## config.mk

```make
export PLATFORM = sky130hd
export DESIGN_NAME = drive_command_safety_gate_core_flat
export DESIGN_NICKNAME = d
export VERILOG_FILES = /design/src/rtl/dcsg_pkg.sv /design/src/rtl/dcsg_stream_if.sv /design/src/rtl/dcsg_front.sv /design/src/rtl/dcsg_queue.sv /design/src/rtl/drive_command_safety_gate_core.sv /design/src/flat_wrapper.sv
export SDC_FILE = /design/constraint.sdc
export NUM_CORES = 1
export LEC_CHECK = 0
export ABC_AREA = 1
export BUFFER_PORTS_ARGS = -buffer_cell sky130_fd_sc_hd__clkbuf_2
export CAP_MARGIN = 20
export CELL_PAD_IN_SITES_DETAIL_PLACEMENT = 0
export CELL_PAD_IN_SITES_GLOBAL_PLACEMENT = 1
export CORE_MARGIN = 2
export CORE_UTILIZATION = 40
export DETAILED_ROUTE_END_ITERATION = 10
export PLACE_DENSITY = 0.78
export SETUP_SLACK_MARGIN = 0.4
export SLEW_MARGIN = 20
export SYNTH_ARGS = -nofsm -noshare
export SYNTH_HDL_FRONTEND = slang
export SYNTH_SLANG_ARGS = --single-unit
```

## constraint.sdc

```tcl
create_clock -name clk_i -period 3.5 [get_ports clk_i]
set_input_delay 0.525 -clock clk_i [delete_from_list [all_inputs] [get_ports clk_i]]
set_output_delay 0.525 -clock clk_i [all_outputs]
set_load 0.01 [all_outputs]
```

## src/rtl/dcsg_pkg.sv

```systemverilog
// Package for the drive command safety gate: payload, config and queue types,
// gear, action and register index codes. No dependencies.
`timescale 1ns / 1ps

package dcsg_pkg;

  // Gear codes
  localparam logic [7:0] GEAR_DISABLE = 8'd0;
  localparam logic [7:0] GEAR_PARK    = 8'd1;
  localparam logic [7:0] GEAR_REVERSE = 8'd2;
  localparam logic [7:0] GEAR_NEUTRAL = 8'd3;
  localparam logic [7:0] GEAR_DRIVE   = 8'd4;

  // Transaction actions
  localparam logic ACT_STORE = 1'b0;
  localparam logic ACT_SEND  = 1'b1;

  // Configuration port
  localparam int unsigned CFG_IDX_W  = 3;
  localparam int unsigned CFG_DATA_W = 16;

  localparam logic [CFG_IDX_W-1:0] CFG_FWD_GEAR  = 3'd0;
  localparam logic [CFG_IDX_W-1:0] CFG_REV_GEAR  = 3'd1;
  localparam logic [CFG_IDX_W-1:0] CFG_ALLOW_REV = 3'd2;
  localparam logic [CFG_IDX_W-1:0] CFG_MAX_SPEED = 3'd3;
  localparam logic [CFG_IDX_W-1:0] CFG_MAX_STEER = 3'd4;
  localparam logic [CFG_IDX_W-1:0] CFG_TIMEOUT   = 3'd5;

  // Result queue depth
  localparam int unsigned QDEPTH = 2;

  typedef struct packed {
    logic [7:0]  fwd_gear_code;
    logic [7:0]  rev_gear_code;
    logic        rev_permit;
    logic [14:0] max_speed;
    logic [14:0] max_steer;
    logic [15:0] timeout_ms;
  } cfg_t;

  typedef struct packed {
    logic               action;
    logic [31:0]        now_ms;
    logic               time_bad;
    logic               values_bad;
    logic [7:0]         gear_in;
    logic signed [15:0] speed_in;
    logic signed [15:0] steer_in;
    logic [7:0]         brake_in;
  } req_t;

  typedef struct packed {
    logic [7:0]         gear_out;
    logic [14:0]        speed_out;
    logic signed [15:0] steer_out;
    logic [7:0]         brake_out;
    logic               is_stop;
  } rsp_t;

  localparam rsp_t STOP_RSP = '{
    gear_out:  GEAR_DRIVE,
    speed_out: 15'd0,
    steer_out: 16'sd0,
    brake_out: 8'd0,
    is_stop:   1'b1
  };

endpackage

```

## src/rtl/dcsg_stream_if.sv

```systemverilog
// Valid/ready stream interface carrying one payload of a given type.
// No dependencies; payload type set at instantiation.
`timescale 1ns / 1ps

interface dcsg_stream_if #(
  parameter type payload_t = logic
) ();
  logic     valid;
  logic     ready;
  payload_t payload;

  modport source (output valid, output payload, input ready);
  modport sink   (input valid, input payload, output ready);
endinterface

```

## src/rtl/dcsg_front.sv

```systemverilog
// Front end: accepts transactions, runs the time and command checks, keeps
// the stored command and pushes send results to the queue. Uses dcsg_pkg.
`timescale 1ns / 1ps

module dcsg_front
  import dcsg_pkg::*;
#(
  parameter int unsigned TIME_BITS = 32
) (
  input  logic clk_i,
  input  logic rst_ni,
  input  cfg_t cfg_i,
  input  logic in_valid_i,
  input  req_t in_data_i,
  output logic in_ready_o,
  input  logic q_full_i,
  output logic push_o,
  output rsp_t push_data_o
);

  localparam int unsigned NOW_BITS = (TIME_BITS < 32) ? TIME_BITS : 32;

  logic                 cmd_valid_q, cmd_valid_d;
  logic [7:0]           cmd_gear_q, cmd_gear_d;
  logic [14:0]          cmd_speed_q, cmd_speed_d;
  logic signed [15:0]   cmd_steer_q, cmd_steer_d;
  logic [7:0]           cmd_brake_q, cmd_brake_d;
  logic [TIME_BITS-1:0] cmd_time_q, cmd_time_d;
  logic [TIME_BITS-1:0] last_time_q, last_time_d;
  logic                 time_seen_q, time_seen_d;

  logic                 acc;
  logic [TIME_BITS-1:0] now_w;
  logic [TIME_BITS-1:0] age;
  logic                 time_ok, stale, send_live;
  logic                 is_drive, is_rev, is_still, reject, store_ok, drop;
  logic                 moving;
  logic [14:0]          speed_clamp;
  logic signed [16:0]   steer_x, lim_x;
  logic signed [15:0]   steer_clamp;

  assign in_ready_o = !q_full_i;
  assign acc        = in_valid_i && in_ready_o;

  always_comb begin
    now_w    = TIME_BITS'(in_data_i.now_ms[NOW_BITS-1:0]);
    time_ok  = !in_data_i.time_bad && !(time_seen_q && (now_w < last_time_q));

    is_drive = (in_data_i.gear_in == GEAR_DRIVE) && (cfg_i.fwd_gear_code == GEAR_DRIVE);
    is_rev   = (in_data_i.gear_in == GEAR_REVERSE) && (cfg_i.rev_gear_code == GEAR_REVERSE);
    is_still = (in_data_i.gear_in == GEAR_DISABLE) || (in_data_i.gear_in == GEAR_PARK) ||
               (in_data_i.gear_in == GEAR_NEUTRAL);
    reject   = (in_data_i.gear_in > GEAR_DRIVE) || (is_rev && !cfg_i.rev_permit) ||
               (!is_drive && !is_rev && !is_still) ||
               (is_still && (in_data_i.speed_in != 16'sd0));
    store_ok = time_ok && !in_data_i.values_bad && !in_data_i.speed_in[15] && !reject;
    moving   = (in_data_i.speed_in != 16'sd0) && !is_still;

    // speed is non-negative here, so its low 15 bits hold the magnitude
    speed_clamp = (in_data_i.speed_in[14:0] > cfg_i.max_speed) ? cfg_i.max_speed
                                                                : in_data_i.speed_in[14:0];
    steer_x = {in_data_i.steer_in[15], in_data_i.steer_in};
    lim_x   = signed'({2'b00, cfg_i.max_steer});
    if (steer_x > lim_x) begin
      steer_clamp = lim_x[15:0];
    end else if (steer_x < -lim_x) begin
      steer_clamp = 16'(-lim_x);
    end else begin
      steer_clamp = in_data_i.steer_in;
    end

    age       = now_w - cmd_time_q;
    stale     = age > TIME_BITS'(cfg_i.timeout_ms);
    send_live = time_ok && cmd_valid_q && !stale;

    drop = (in_data_i.action == ACT_STORE) ? !store_ok : !send_live;
  end

  // state update
  always_comb begin
    cmd_valid_d = cmd_valid_q;
    cmd_gear_d  = cmd_gear_q;
    cmd_speed_d = cmd_speed_q;
    cmd_steer_d = cmd_steer_q;
    cmd_brake_d = cmd_brake_q;
    cmd_time_d  = cmd_time_q;
    last_time_d = last_time_q;
    time_seen_d = time_seen_q;
    if (acc) begin
      time_seen_d = !in_data_i.time_bad;
      if (!in_data_i.time_bad) begin
        last_time_d = now_w;
      end
      if (drop) begin
        cmd_valid_d = 1'b0;
        cmd_gear_d  = GEAR_DRIVE;
        cmd_speed_d = '0;
        cmd_steer_d = '0;
        cmd_brake_d = '0;
      end else if (in_data_i.action == ACT_STORE) begin
        cmd_valid_d = 1'b1;
        cmd_gear_d  = in_data_i.gear_in;
        cmd_brake_d = in_data_i.brake_in;
        cmd_speed_d = moving ? speed_clamp : '0;
        cmd_steer_d = moving ? steer_clamp : '0;
        cmd_time_d  = now_w;
      end
    end
  end

  always_ff @(posedge clk_i or negedge rst_ni) begin
    if (!rst_ni) begin
      cmd_valid_q <= 1'b0;
      cmd_gear_q  <= GEAR_DRIVE;
      cmd_speed_q <= '0;
      cmd_steer_q <= '0;
      cmd_brake_q <= '0;
      cmd_time_q  <= '0;
      last_time_q <= '0;
      time_seen_q <= 1'b0;
    end else begin
      cmd_valid_q <= cmd_valid_d;
      cmd_gear_q  <= cmd_gear_d;
      cmd_speed_q <= cmd_speed_d;
      cmd_steer_q <= cmd_steer_d;
      cmd_brake_q <= cmd_brake_d;
      cmd_time_q  <= cmd_time_d;
      last_time_q <= last_time_d;
      time_seen_q <= time_seen_d;
    end
  end

  always_comb begin
    push_o = acc && (in_data_i.action == ACT_SEND);
    if (send_live) begin
      push_data_o = '{
        gear_out:  cmd_gear_q,
        speed_out: cmd_speed_q,
        steer_out: cmd_steer_q,
        brake_out: cmd_brake_q,
        is_stop:   1'b0
      };
    end else begin
      push_data_o = STOP_RSP;
    end
  end

  a_time_bad_drops: assert property (@(posedge clk_i) disable iff (!rst_ni)
    acc && in_data_i.time_bad |=> !cmd_valid_q && !time_seen_q)
    else $error("time_bad transaction left a command or time stamp in place");

  a_live_needs_cmd: assert property (@(posedge clk_i) disable iff (!rst_ni)
    push_o |-> push_data_o.is_stop || cmd_valid_q)
    else $error("live result sent with no stored command");

  a_bad_values_drop: assert property (@(posedge clk_i) disable iff (!rst_ni)
    acc && (in_data_i.action == ACT_STORE) && in_data_i.values_bad |=> !cmd_valid_q)
    else $error("store with bad values kept a command");

endmodule

```

## src/rtl/dcsg_queue.sv

```systemverilog
// Back end: short result queue that drives the output stream.
// Uses dcsg_pkg for rsp_t and QDEPTH.
`timescale 1ns / 1ps

module dcsg_queue
  import dcsg_pkg::*;
(
  input  logic clk_i,
  input  logic rst_ni,
  input  logic push_i,
  input  rsp_t push_data_i,
  output logic full_o,
  output logic out_valid_o,
  output rsp_t out_data_o,
  input  logic out_ready_i
);

  localparam int unsigned PW = (QDEPTH > 1) ? $clog2(QDEPTH) : 1;
  localparam int unsigned CW = $clog2(QDEPTH + 1);

  rsp_t          mem_q [QDEPTH];
  logic [PW-1:0] wr_ptr_q, wr_ptr_d;
  logic [PW-1:0] rd_ptr_q, rd_ptr_d;
  logic [CW-1:0] cnt_q, cnt_d;
  logic          pop;

  assign full_o      = (cnt_q == CW'(QDEPTH));
  assign out_valid_o = (cnt_q != '0);
  assign out_data_o  = mem_q[rd_ptr_q];
  assign pop         = out_valid_o && out_ready_i;

  always_comb begin
    wr_ptr_d = wr_ptr_q;
    rd_ptr_d = rd_ptr_q;
    cnt_d    = cnt_q;
    if (push_i) begin
      wr_ptr_d = (wr_ptr_q == PW'(QDEPTH - 1)) ? '0 : wr_ptr_q + 1'b1;
    end
    if (pop) begin
      rd_ptr_d = (rd_ptr_q == PW'(QDEPTH - 1)) ? '0 : rd_ptr_q + 1'b1;
    end
    if (push_i && !pop) begin
      cnt_d = cnt_q + 1'b1;
    end else if (pop && !push_i) begin
      cnt_d = cnt_q - 1'b1;
    end
  end

  always_ff @(posedge clk_i or negedge rst_ni) begin
    if (!rst_ni) begin
      wr_ptr_q <= '0;
      rd_ptr_q <= '0;
      cnt_q    <= '0;
    end else begin
      wr_ptr_q <= wr_ptr_d;
      rd_ptr_q <= rd_ptr_d;
      cnt_q    <= cnt_d;
    end
  end

  always_ff @(posedge clk_i) begin
    if (push_i) begin
      mem_q[wr_ptr_q] <= push_data_i;
    end
  end

  a_no_overflow: assert property (@(posedge clk_i) disable iff (!rst_ni)
    push_i |-> !full_o)
    else $error("result pushed into a full queue");

  a_cnt_bound: assert property (@(posedge clk_i) disable iff (!rst_ni)
    cnt_q <= CW'(QDEPTH))
    else $error("queue count beyond depth");

  a_pop_count: assert property (@(posedge clk_i) disable iff (!rst_ni)
    pop && !push_i |=> cnt_q == $past(cnt_q) - 1'b1)
    else $error("queue count did not drop on pop");

endmodule

```

## src/rtl/drive_command_safety_gate_core.sv

```systemverilog
// Drive command safety gate, top level. A send result is written into the
// result queue when its transaction is accepted and shows on rsp_o once
// older results have been taken. Throughput: one transaction per cycle while
// the result queue is not full; the two-entry queue lets the front end run
// while a result waits. Reset (rst_ni low, asynchronous): no stored command,
// time history cleared, queue empty, configuration back to its defaults.
`timescale 1ns / 1ps

module drive_command_safety_gate_core
  import dcsg_pkg::*;
#(
  parameter int unsigned TIME_BITS = 32
) (
  input  logic                  clk_i,
  input  logic                  rst_ni,
  input  logic                  cfg_we_i,
  input  logic [CFG_IDX_W-1:0]  cfg_idx_i,
  input  logic [CFG_DATA_W-1:0] cfg_wdata_i,
  dcsg_stream_if.sink           req_i,
  dcsg_stream_if.source         rsp_o
);

  // ---------------------------------------------------------------------------
  // Configuration registers. The user must write them only while the gate is
  // idle (not enforced by the block); no shadowing. Unknown indexes are ignored.
  // ---------------------------------------------------------------------------
  cfg_t cfg_q, cfg_d;

  always_comb begin
    cfg_d = cfg_q;
    if (cfg_we_i) begin
      case (cfg_idx_i)
        CFG_FWD_GEAR:  cfg_d.fwd_gear_code = cfg_wdata_i[7:0];
        CFG_REV_GEAR:  cfg_d.rev_gear_code = cfg_wdata_i[7:0];
        CFG_ALLOW_REV: cfg_d.rev_permit    = cfg_wdata_i[0];
        CFG_MAX_SPEED: cfg_d.max_speed     = cfg_wdata_i[14:0];
        CFG_MAX_STEER: cfg_d.max_steer     = cfg_wdata_i[14:0];
        CFG_TIMEOUT:   cfg_d.timeout_ms    = cfg_wdata_i[15:0];
        default: begin
        end
      endcase
    end
  end

  always_ff @(posedge clk_i or negedge rst_ni) begin
    if (!rst_ni) begin
      cfg_q.fwd_gear_code <= GEAR_DRIVE;
      cfg_q.rev_gear_code <= GEAR_REVERSE;
      cfg_q.rev_permit    <= 1'b0;
      cfg_q.max_speed     <= 15'd1000;
      cfg_q.max_steer     <= 15'd2500;
      cfg_q.timeout_ms    <= 16'd500;
    end else begin
      cfg_q <= cfg_d;
    end
  end

  // ---------------------------------------------------------------------------
  // Front end: checks each transaction, updates the stored command and, for a
  // send, decides between the stored command and the stop command.
  // ---------------------------------------------------------------------------
  logic q_full;
  logic push;
  rsp_t push_data;
  logic in_ready;
  logic out_valid;
  rsp_t out_data;

  dcsg_front #(
    .TIME_BITS (TIME_BITS)
  ) u_front (
    .clk_i       (clk_i),
    .rst_ni      (rst_ni),
    .cfg_i       (cfg_q),
    .in_valid_i  (req_i.valid),
    .in_data_i   (req_i.payload),
    .in_ready_o  (in_ready),
    .q_full_i    (q_full),
    .push_o      (push),
    .push_data_o (push_data)
  );

  assign req_i.ready = in_ready;

  // ---------------------------------------------------------------------------
  // Back end: results wait here until the sink takes them.
  // ---------------------------------------------------------------------------
  dcsg_queue u_queue (
    .clk_i       (clk_i),
    .rst_ni      (rst_ni),
    .push_i      (push),
    .push_data_i (push_data),
    .full_o      (q_full),
    .out_valid_o (out_valid),
    .out_data_o  (out_data),
    .out_ready_i (rsp_o.ready)
  );

  assign rsp_o.valid   = out_valid;
  assign rsp_o.payload = out_data;

endmodule

```

## src/flat_wrapper.sv

```systemverilog
// flat-port wrapper written by rule: the top's interface ports become plain ports
module drive_command_safety_gate_core_flat import dcsg_pkg::*;
#(
  parameter int unsigned TIME_BITS = 32
)
  (clk_i, rst_ni, cfg_we_i, cfg_idx_i, cfg_wdata_i, req_i_valid, req_i_payload, req_i_ready, rsp_o_valid, rsp_o_payload, rsp_o_ready);
  dcsg_stream_if #(.payload_t(req_t)) req_i_i ();
  dcsg_stream_if #(.payload_t(rsp_t)) rsp_o_i ();
  input  logic clk_i;
  input  logic rst_ni;
  input  logic cfg_we_i;
  input  logic [CFG_IDX_W-1:0] cfg_idx_i;
  input  logic [CFG_DATA_W-1:0] cfg_wdata_i;
  input wire logic [$bits(req_i_i.valid)-1:0] req_i_valid;
  input wire logic [$bits(req_i_i.payload)-1:0] req_i_payload;
  output wire logic [$bits(req_i_i.ready)-1:0] req_i_ready;
  output wire logic [$bits(rsp_o_i.valid)-1:0] rsp_o_valid;
  output wire logic [$bits(rsp_o_i.payload)-1:0] rsp_o_payload;
  input wire logic [$bits(rsp_o_i.ready)-1:0] rsp_o_ready;
  assign req_i_i.valid = req_i_valid;
  assign req_i_i.payload = req_i_payload;
  assign req_i_ready = req_i_i.ready;
  assign rsp_o_valid = rsp_o_i.valid;
  assign rsp_o_payload = rsp_o_i.payload;
  assign rsp_o_i.ready = rsp_o_ready;
  drive_command_safety_gate_core #(.TIME_BITS(TIME_BITS)) u_core (.clk_i(clk_i), .rst_ni(rst_ni), .cfg_we_i(cfg_we_i), .cfg_idx_i(cfg_idx_i), .cfg_wdata_i(cfg_wdata_i), .req_i(req_i_i), .rsp_o(rsp_o_i));
endmodule
```

---- Word level (Yosys, flattened, before mapping) ----
Memory sizes are Yosys's and may differ from the RTL's.
Cells that the tools add are included.
Widths: inputs -> output; s select.
operators by class
  add/subtract/negate cells ............... 6
  order comparisons ....................... 6
  eq/ne operators ......................... 13
  mux-type cells .......................... 23
  bitwise gates (word level) .............. 3
  reductions and logical operators ........ 53
operators with widths
  kind                count
  $mux 16             5
  $mux 15             4
  $mux 48             1
  $gt 32x16->1        1
  $lt 32x32->1        1
  $mux 8              4
  $sub 32x32->32      1
  $eq 8x2->1 const B  3
  $logic_and 1x1->1   19
  $lt 16x17->1        1
  $neg 15->17         1
  $eq 8x3->1 const B  2
  $gt 16x16->1        1
  $reduce_and 2->1    8
  $reduce_bool 16->1  1
  $gt 15x15->1        1
  $logic_not 1->1     15
  $eq 8x1->1 const B  1
  $gt 8x3->1 const B  1
  $logic_not 8->1     1
  $mux 1              7
  $eq 3x2->1 const B  2
  $eq 3x3->1 const B  2
  $logic_or 1x1->1    5
  11 further kinds    16
word-level totals
  bits in registers ....................... 180
  RAM bits ................................ 96
  output and inout port bits .............. 50
  logic and storage cells ................. 122
  memories kept ........................... 1
memories
  memory                depth  bits a word  read ports  clocked after Yosys merged registers in  wr ports  RTL line          text
  u_core.u_queue.mem_q  2      48           1           0                                        1         dcsg_queue.sv:21  rsp_t mem_q [QDEPTH];

---- Depth between registers and ports, before layout ----
  depth in word-level cells ............... 13
  mapped depth ............................ 26
  gate-level depth less buffers ........... 25

---- Hierarchy ----
A second synthesis with hierarchy kept.
second synthesis, totals
  cell total of the unflattened synthesis .. 2,231
  area total of the unflattened synthesis .. 17,043.8 um^2
modules (own cells, without submodules)
  module                          times used  cells an instance  area an instance (um^2)  seq. area each (um^2)
  dcsg_front                      1           1,668              10,775.3                 2,829.0
  dcsg_queue                      1           279                3,713.6                  2,982.9
  drive_command_safety_gate_core  1           284                2,555.0                  1,600.3

---- Worst setup path after synthesis ----
OpenSTA, ideal clock, no wires.
  path kind ............................... input to register
  start point ............................. input port req_i_payload[50]
  end point ............................... memory u_core.u_queue.mem_q[0][17] (netlist name) (data pin)
  setup time .............................. 0.148 ns
  data arrival time ....................... 3.369 ns
  required time ........................... 3.352 ns
  slack ................................... -0.017 ns
  stages .................................. 22
  cell sequence ........................... inv_1 > ha_1 > fa_1 > inv_1 > nand3_1 > nand3_1 > nand3_1 > nand3_1 > xor2_1 > ha_1 > nand2_1 > nor4_1 > nand3_1 > nand2_1 > nand3_1 > nor2_1 > nand2_2 > nor2_4 > nand3_1 > buf_2 > buf_6 > nor2_1
RTL lines
  element          RTL line            text
  start, declared  flat_wrapper.sv:15  input wire logic [$bits(req_i_i.payload)-1:0] req_i_payload;
  end, declared    dcsg_queue.sv:21

---- Final worst setup path ----
  start point ............................. register u_core.cfg_q[17] (netlist name)
  end point ............................... register u_core.u_front.cmd_steer_q[9]
between the ends
  longest elaborated chain between the ends .. 7
  elaborated cells between the ends (all ways) .. 8
  classes of those cells .................. add/sub (1); order compare (2); mux (5)
RTL lines
  element                 RTL line                              text
  start, declared         drive_command_safety_gate_core.sv:27  cfg_t cfg_q, cfg_d;
  start signal, assigned  drive_command_safety_gate_core.sv:54  cfg_q <= cfg_d;
  $neg 15->17             dcsg_front.sv:67                      steer_clamp = 16'(-lim_x);
  $lt 16x17->1            dcsg_front.sv:66                      end else if (steer_x < -lim_x) begin
  $mux 16                 dcsg_front.sv:66
  $mux 16 *               dcsg_front.sv:64                      if (steer_x > lim_x) begin
  $mux 16 *               dcsg_front.sv:105                     cmd_steer_d = moving ? steer_clamp : '0;
  $mux 16 *               dcsg_front.sv:100                     end else if (in_data_i.action == ACT_STORE) begin
  $mux 16 *               dcsg_front.sv:94                      if (drop) begin
  end signal, assigned    dcsg_front.sv:125                     cmd_steer_q <= cmd_steer_d;
  end, declared           dcsg_front.sv:26                      logic signed [15:0] cmd_steer_q, cmd_steer_d;
Every way passes the cells marked *; elsewhere a longest branch is shown, timed or not. The select of a mux whose other input is x is not followed.
A chain may end at the register's enable or synchronous reset.

==> Implementation_results.wiki <==
{| class="wikitable"
! Metric !! Value
|-
| Run status || finished with violations
|-
| Violated checks || setup timing
|-
| Post-detailed-route count of antenna-violating nets || 0
|-
| Worst Min Path Start || req_i_payload[2]
|-
| Number of distinct library cells after synthesis || 42
|-
| First DRT Iteration DRCs || 847
|-
| Syn avg cell area || 7.72 µm²
|-
| Hold EP || u_core.u_front.cmd_brake_q[2]
|-
| Category of the worst setup path launch point || register
|-
| Cell internal power dissipation || 7090 µW
|-
| Final Setup Violations || 1
|-
| Fin crit share || 1.00
|-
| Slew @ Worst Pin || 955 ps
|-
| Detailed-routing iteration count for the pre-antenna-repair pass || 5
|-
| Clock root buffer master || clkbuf_16
|-
| Switching Fraction || 0.345
|-
| Seq pwr share || 0.379
|-
| Share of the synthesized area in the top cell type || 0.245
|-
| Worst slew slack as a fraction of its limit || 0.362
|-
| P_leak || 0.0106 µW
|-
| Setup repair after global routing missed its margin || yes
|-
| Core area || 40600 µm²
|-
| WP data arrival || 4020 ps
|-
| Clk pwr share || 0.307
|-
| Reg2Reg Launch Point || u_core.cfg_q[17]
|-
| Worst path slowest cell || dfrtp_1
|-
| Most common flop cell mapped by yosys || dfrtp_1
|-
| CTS tree || built
|-
| Growth of design area from synthesis to finish || 28.3%
|-
| Overall track demand over capacity in global routing || 0.202
|-
| Share of layout cells above drive strength 1 || 0.236
|-
| Most instantiated library cell after synthesis || nand2_1
|-
| Register-to-register setup slack || -7 ps
|-
| Count of cells along the worst hold path || 3
|-
| HP Class || primary input to register
|-
| Maximum number of pins on one net before global-route repair || 77
|-
| Antenna violations before repair || 5
|-
| CTS H-Tree Depth || 1
|-
| Sw power || 3740 µW
|-
| Dominant cells by area after synthesis || dfrtp_1, edfxtp_1, nand2_1
|-
| Critical path depth in cells || 22
|-
| Full die area || 42600 µm²
|-
| Count of state elements after synthesis || 276
|-
| Sequential-to-total area share from yosys stat || 0.453
|-
| EDFF count, synth || 96
|-
| Critical path start-end classification || register to register
|-
| Cell taking the most area after synthesis || dfrtp_1
|-
| Count of vias placed by the detailed router || 14045
|-
| I/O Buffers || 156
|-
| Synthesized netlist cell count || 2120
|-
| Req. time, crit path || 4010 ps
|-
| Synth Cell Area || 16400 µm²
|-
| Max Fanout on Critical Path || 4
|-
| Fill cells || 3849
|-
| Clock latency of the later-clocked register in the worst-skew pair || 600 ps
|-
| Final standard cell area without fillers || 21000 µm²
|-
| Most numerous cell types in the synthesized netlist || nand2_1, inv_1, o21ai_0
|-
| Number of top-level pins || 157
|-
| Clock slew at reported path FFs || 60 ps
|-
| Count of standard-cell rows || 74
|-
| Worst R2R Path Depth || 22
|-
| Initial core utilization || 0.403
|-
| Post-route setup slack || -6.84 ps
|-
| Final wirelength || 43.5 mm
|-
| Residual DRC || 0
|-
| Pwr Density || 516 nW/µm²
|-
| Number of CTS-inserted buffers || 31
|-
| Cells along the critical path || inv_2 -> ha_4 -> nand4_1 -> nor2_2 -> nand2_2 -> nor3_4 -> buf_4 -> buf_6 -> nand4_1 -> xor2_2 -> ha_1 -> a21oi_1 -> o21ai_2 -> a21oi_2 -> nand3_1 -> nand2_1 -> nand2_4 -> buf_6 -> or2_2 -> nand3_1 -> o211ai_1 -> nand2_1
|-
| Worst path max stage delay || 380 ps
|-
| Peak supply drop || 0.420 mV
|-
| Syn_nets || 2354
|-
| Post-synthesis async set-or-reset flop share || 0.652
|-
| Proportion of power drawn by combinational gates || 0.314
|-
| First-pass GRT wire length || 68.3 mm
|-
| Total chip power || 10800 µW
|-
| Number of warnings printed during yosys synthesis || 0
|-
| Crit path max-delay family || simple AND/OR/NAND/NOR gates
|-
| Overall die height || 206 µm
|-
| Count of nets after finishing || 2629
|-
| Critical path endpoint category || register
|-
| Max-cap viol count || 0
|-
| Maximum clock skew at final layout || 29.3 ps
|-
| Placement-stage cell area || 18900 µm²
|-
| Final weighted congestion in routability-driven placement || 0.870
|-
| Overall overflow remaining after global route || 0
|-
| Vias in the first global route || 13234
|-
| WL/cell || 14.7 µm
|-
| Die Width || 206 µm
|-
| HPWL Detailed || 31.8 mm
|-
| Total count of hold-check failures in the final report || 0
|-
| # clock sinks || 276
|-
| Mean number of vias per cell || 4.75
|-
| Buffer levels on the longest clock path || 3
|-
| Highest clock frequency the design can meet || 0.285 GHz
|-
| Reg2Reg Capture Point || u_core.u_front.cmd_steer_q[9]
|-
| Number of slew-limit violations in the final report || 0
|-
| Number of buffers and inverters on the critical path || 4
|-
| Shortest clock period the worst path allows after layout || 3510 ps
|}
[cells in the final DEF (no fill, tap or decap), types with 23 or more instances in the layout]
cell	synthesis	routed
buf_4	0	111
a21oi_1	73	62
inv_1	360	352
o211ai_1	27	27
edfxtp_1	96	96
nor2_1	123	74
nor2_4	1	50
xor2_1	24	23
clkbuf_16	0	34
nand2_1	743	673
clkbuf_2	0	155
ha_1	126	112
nand2_2	6	56
nand3_1	52	42
o21ai_0	166	163
dfrtp_1	160	160
[metal layers]
metal  track usage  vias to the layer above  wire length [µm]
li1              -                     7259                 -
met1         0.260                     6453             19200
met2         0.352                      262             21300
met3        0.0262                       71              1610
met4        0.0671                        0              1390
met5             0                        -                 0
[state kept, by name, indices dropped and copies added, names as in the netlist, 2 cells and up]
register and cells:
u_core.cfg_q 63, u_core.u_front.cmd_brake_q 8, u_core.u_front.cmd_gear_q 8, u_core.u_front.cmd_speed_q 15, u_core.u_front.cmd_steer_q 16, u_core.u_front.cmd_time_q 32, u_core.u_front.last_time_q 32, u_core.u_queue.cnt_q 2
u_core.u_queue.mem_q 96
[cells by family after synthesis]
family / Yosys count / synth area share
simple gates: 994 / 0.246
buf+inv: 422 / 0.100
flops: 276 / 0.453
compound gates: 275 / 0.0895
fa+ha+maj: 127 / 0.0975
xor+xnor: 26 / 0.0139
[power by group through the flow]
| stage | registers, µW | logic [µW] | clock network (µW) |
|---|---|---|---|
| after global placement | 4130 | 3110 | 0 |
| after detailed placement | 4150 | 3180 | 0 |
| after global routing | 4160 | 3890 | 3530 |
| final | 4100 | 3400 | 3320 |
| after CTS | 4100 | 3260 | 3390 |
| after floorplan | 4090 | 2050 | 0 |
[worst max path at each step]
stage / start / end / slack (ps)
after floorplan: u_core.u_queue.cnt_q[0] / u_core.u_queue.mem_q[1][0] / 150
after global placement: req_i_payload[62] / u_core.u_queue.mem_q[0][18] / -220
after detailed placement: req_i_payload[61] / u_core.u_queue.mem_q[0][18] / -270
after CTS: u_core.cfg_q[16] / u_core.u_front.cmd_steer_q[9] / 30
after global routing: u_core.cfg_q[16] / u_core.u_front.cmd_steer_q[11] / -250
final: u_core.cfg_q[17] / u_core.u_front.cmd_steer_q[9] / -7
[per-stage QoR]
| stage | hold slack [ps] | utilization | std cells | setup TNS, ps | worst slack [ps] |
|---|---|---|---|---|---|
| after global routing | 156 | 0.517 | 2957 | -21900 | -255 |
| after global placement | 453 | 0.466 | 2857 | -23420 | -224 |
| after floorplan | 229 | - | 2120 | 0 | 154 |
| final | 165 | 0.517 | 2957 | -6.84 | -6.84 |
| after detailed placement | 459 | 0.466 | 2857 | -29490 | -270 |
| after CTS | 143 | 0.503 | 2940 | 0 | 33.8 |
[worst min-delay path, cell delays in order]
cell and delay [ps]:
clkbuf_2 90, nand2_1 50, nand2_1 50
[timing repair]
| item | in CTS | in global routing |
|---|---|---|
| hold endpoints to repair | 40 | 0 |
| gates cloned | 5 | 4 |
| setup endpoints to repair | 144 | 144 |
| setup buffers | 19 | 8 |
| gates resized for setup | 48 | 110 |
| pin swaps | 12 | 26 |
| hold buffers | 1 | 0 |
[area by class of cell]
| cell class | instances | area, µm² | area share |
|---|---|---|---|
| multi-input combinational | 1422 | 8310 | 0.396 |
| timing repair buffer | 297 | 2160 | 0.103 |
| inverter | 367 | 1390 | 0.0663 |
| clock buffer | 39 | 836 | 0.0398 |
| antenna | 5 | 12.5 | 0.000596 |
| clock inverter | 19 | 208 | 0.00989 |
| tap | 532 | 666 | 0.0317 |
| sequential | 276 | 7410 | 0.353 |
Note: power is estimated with default switching activity, not from simulation.
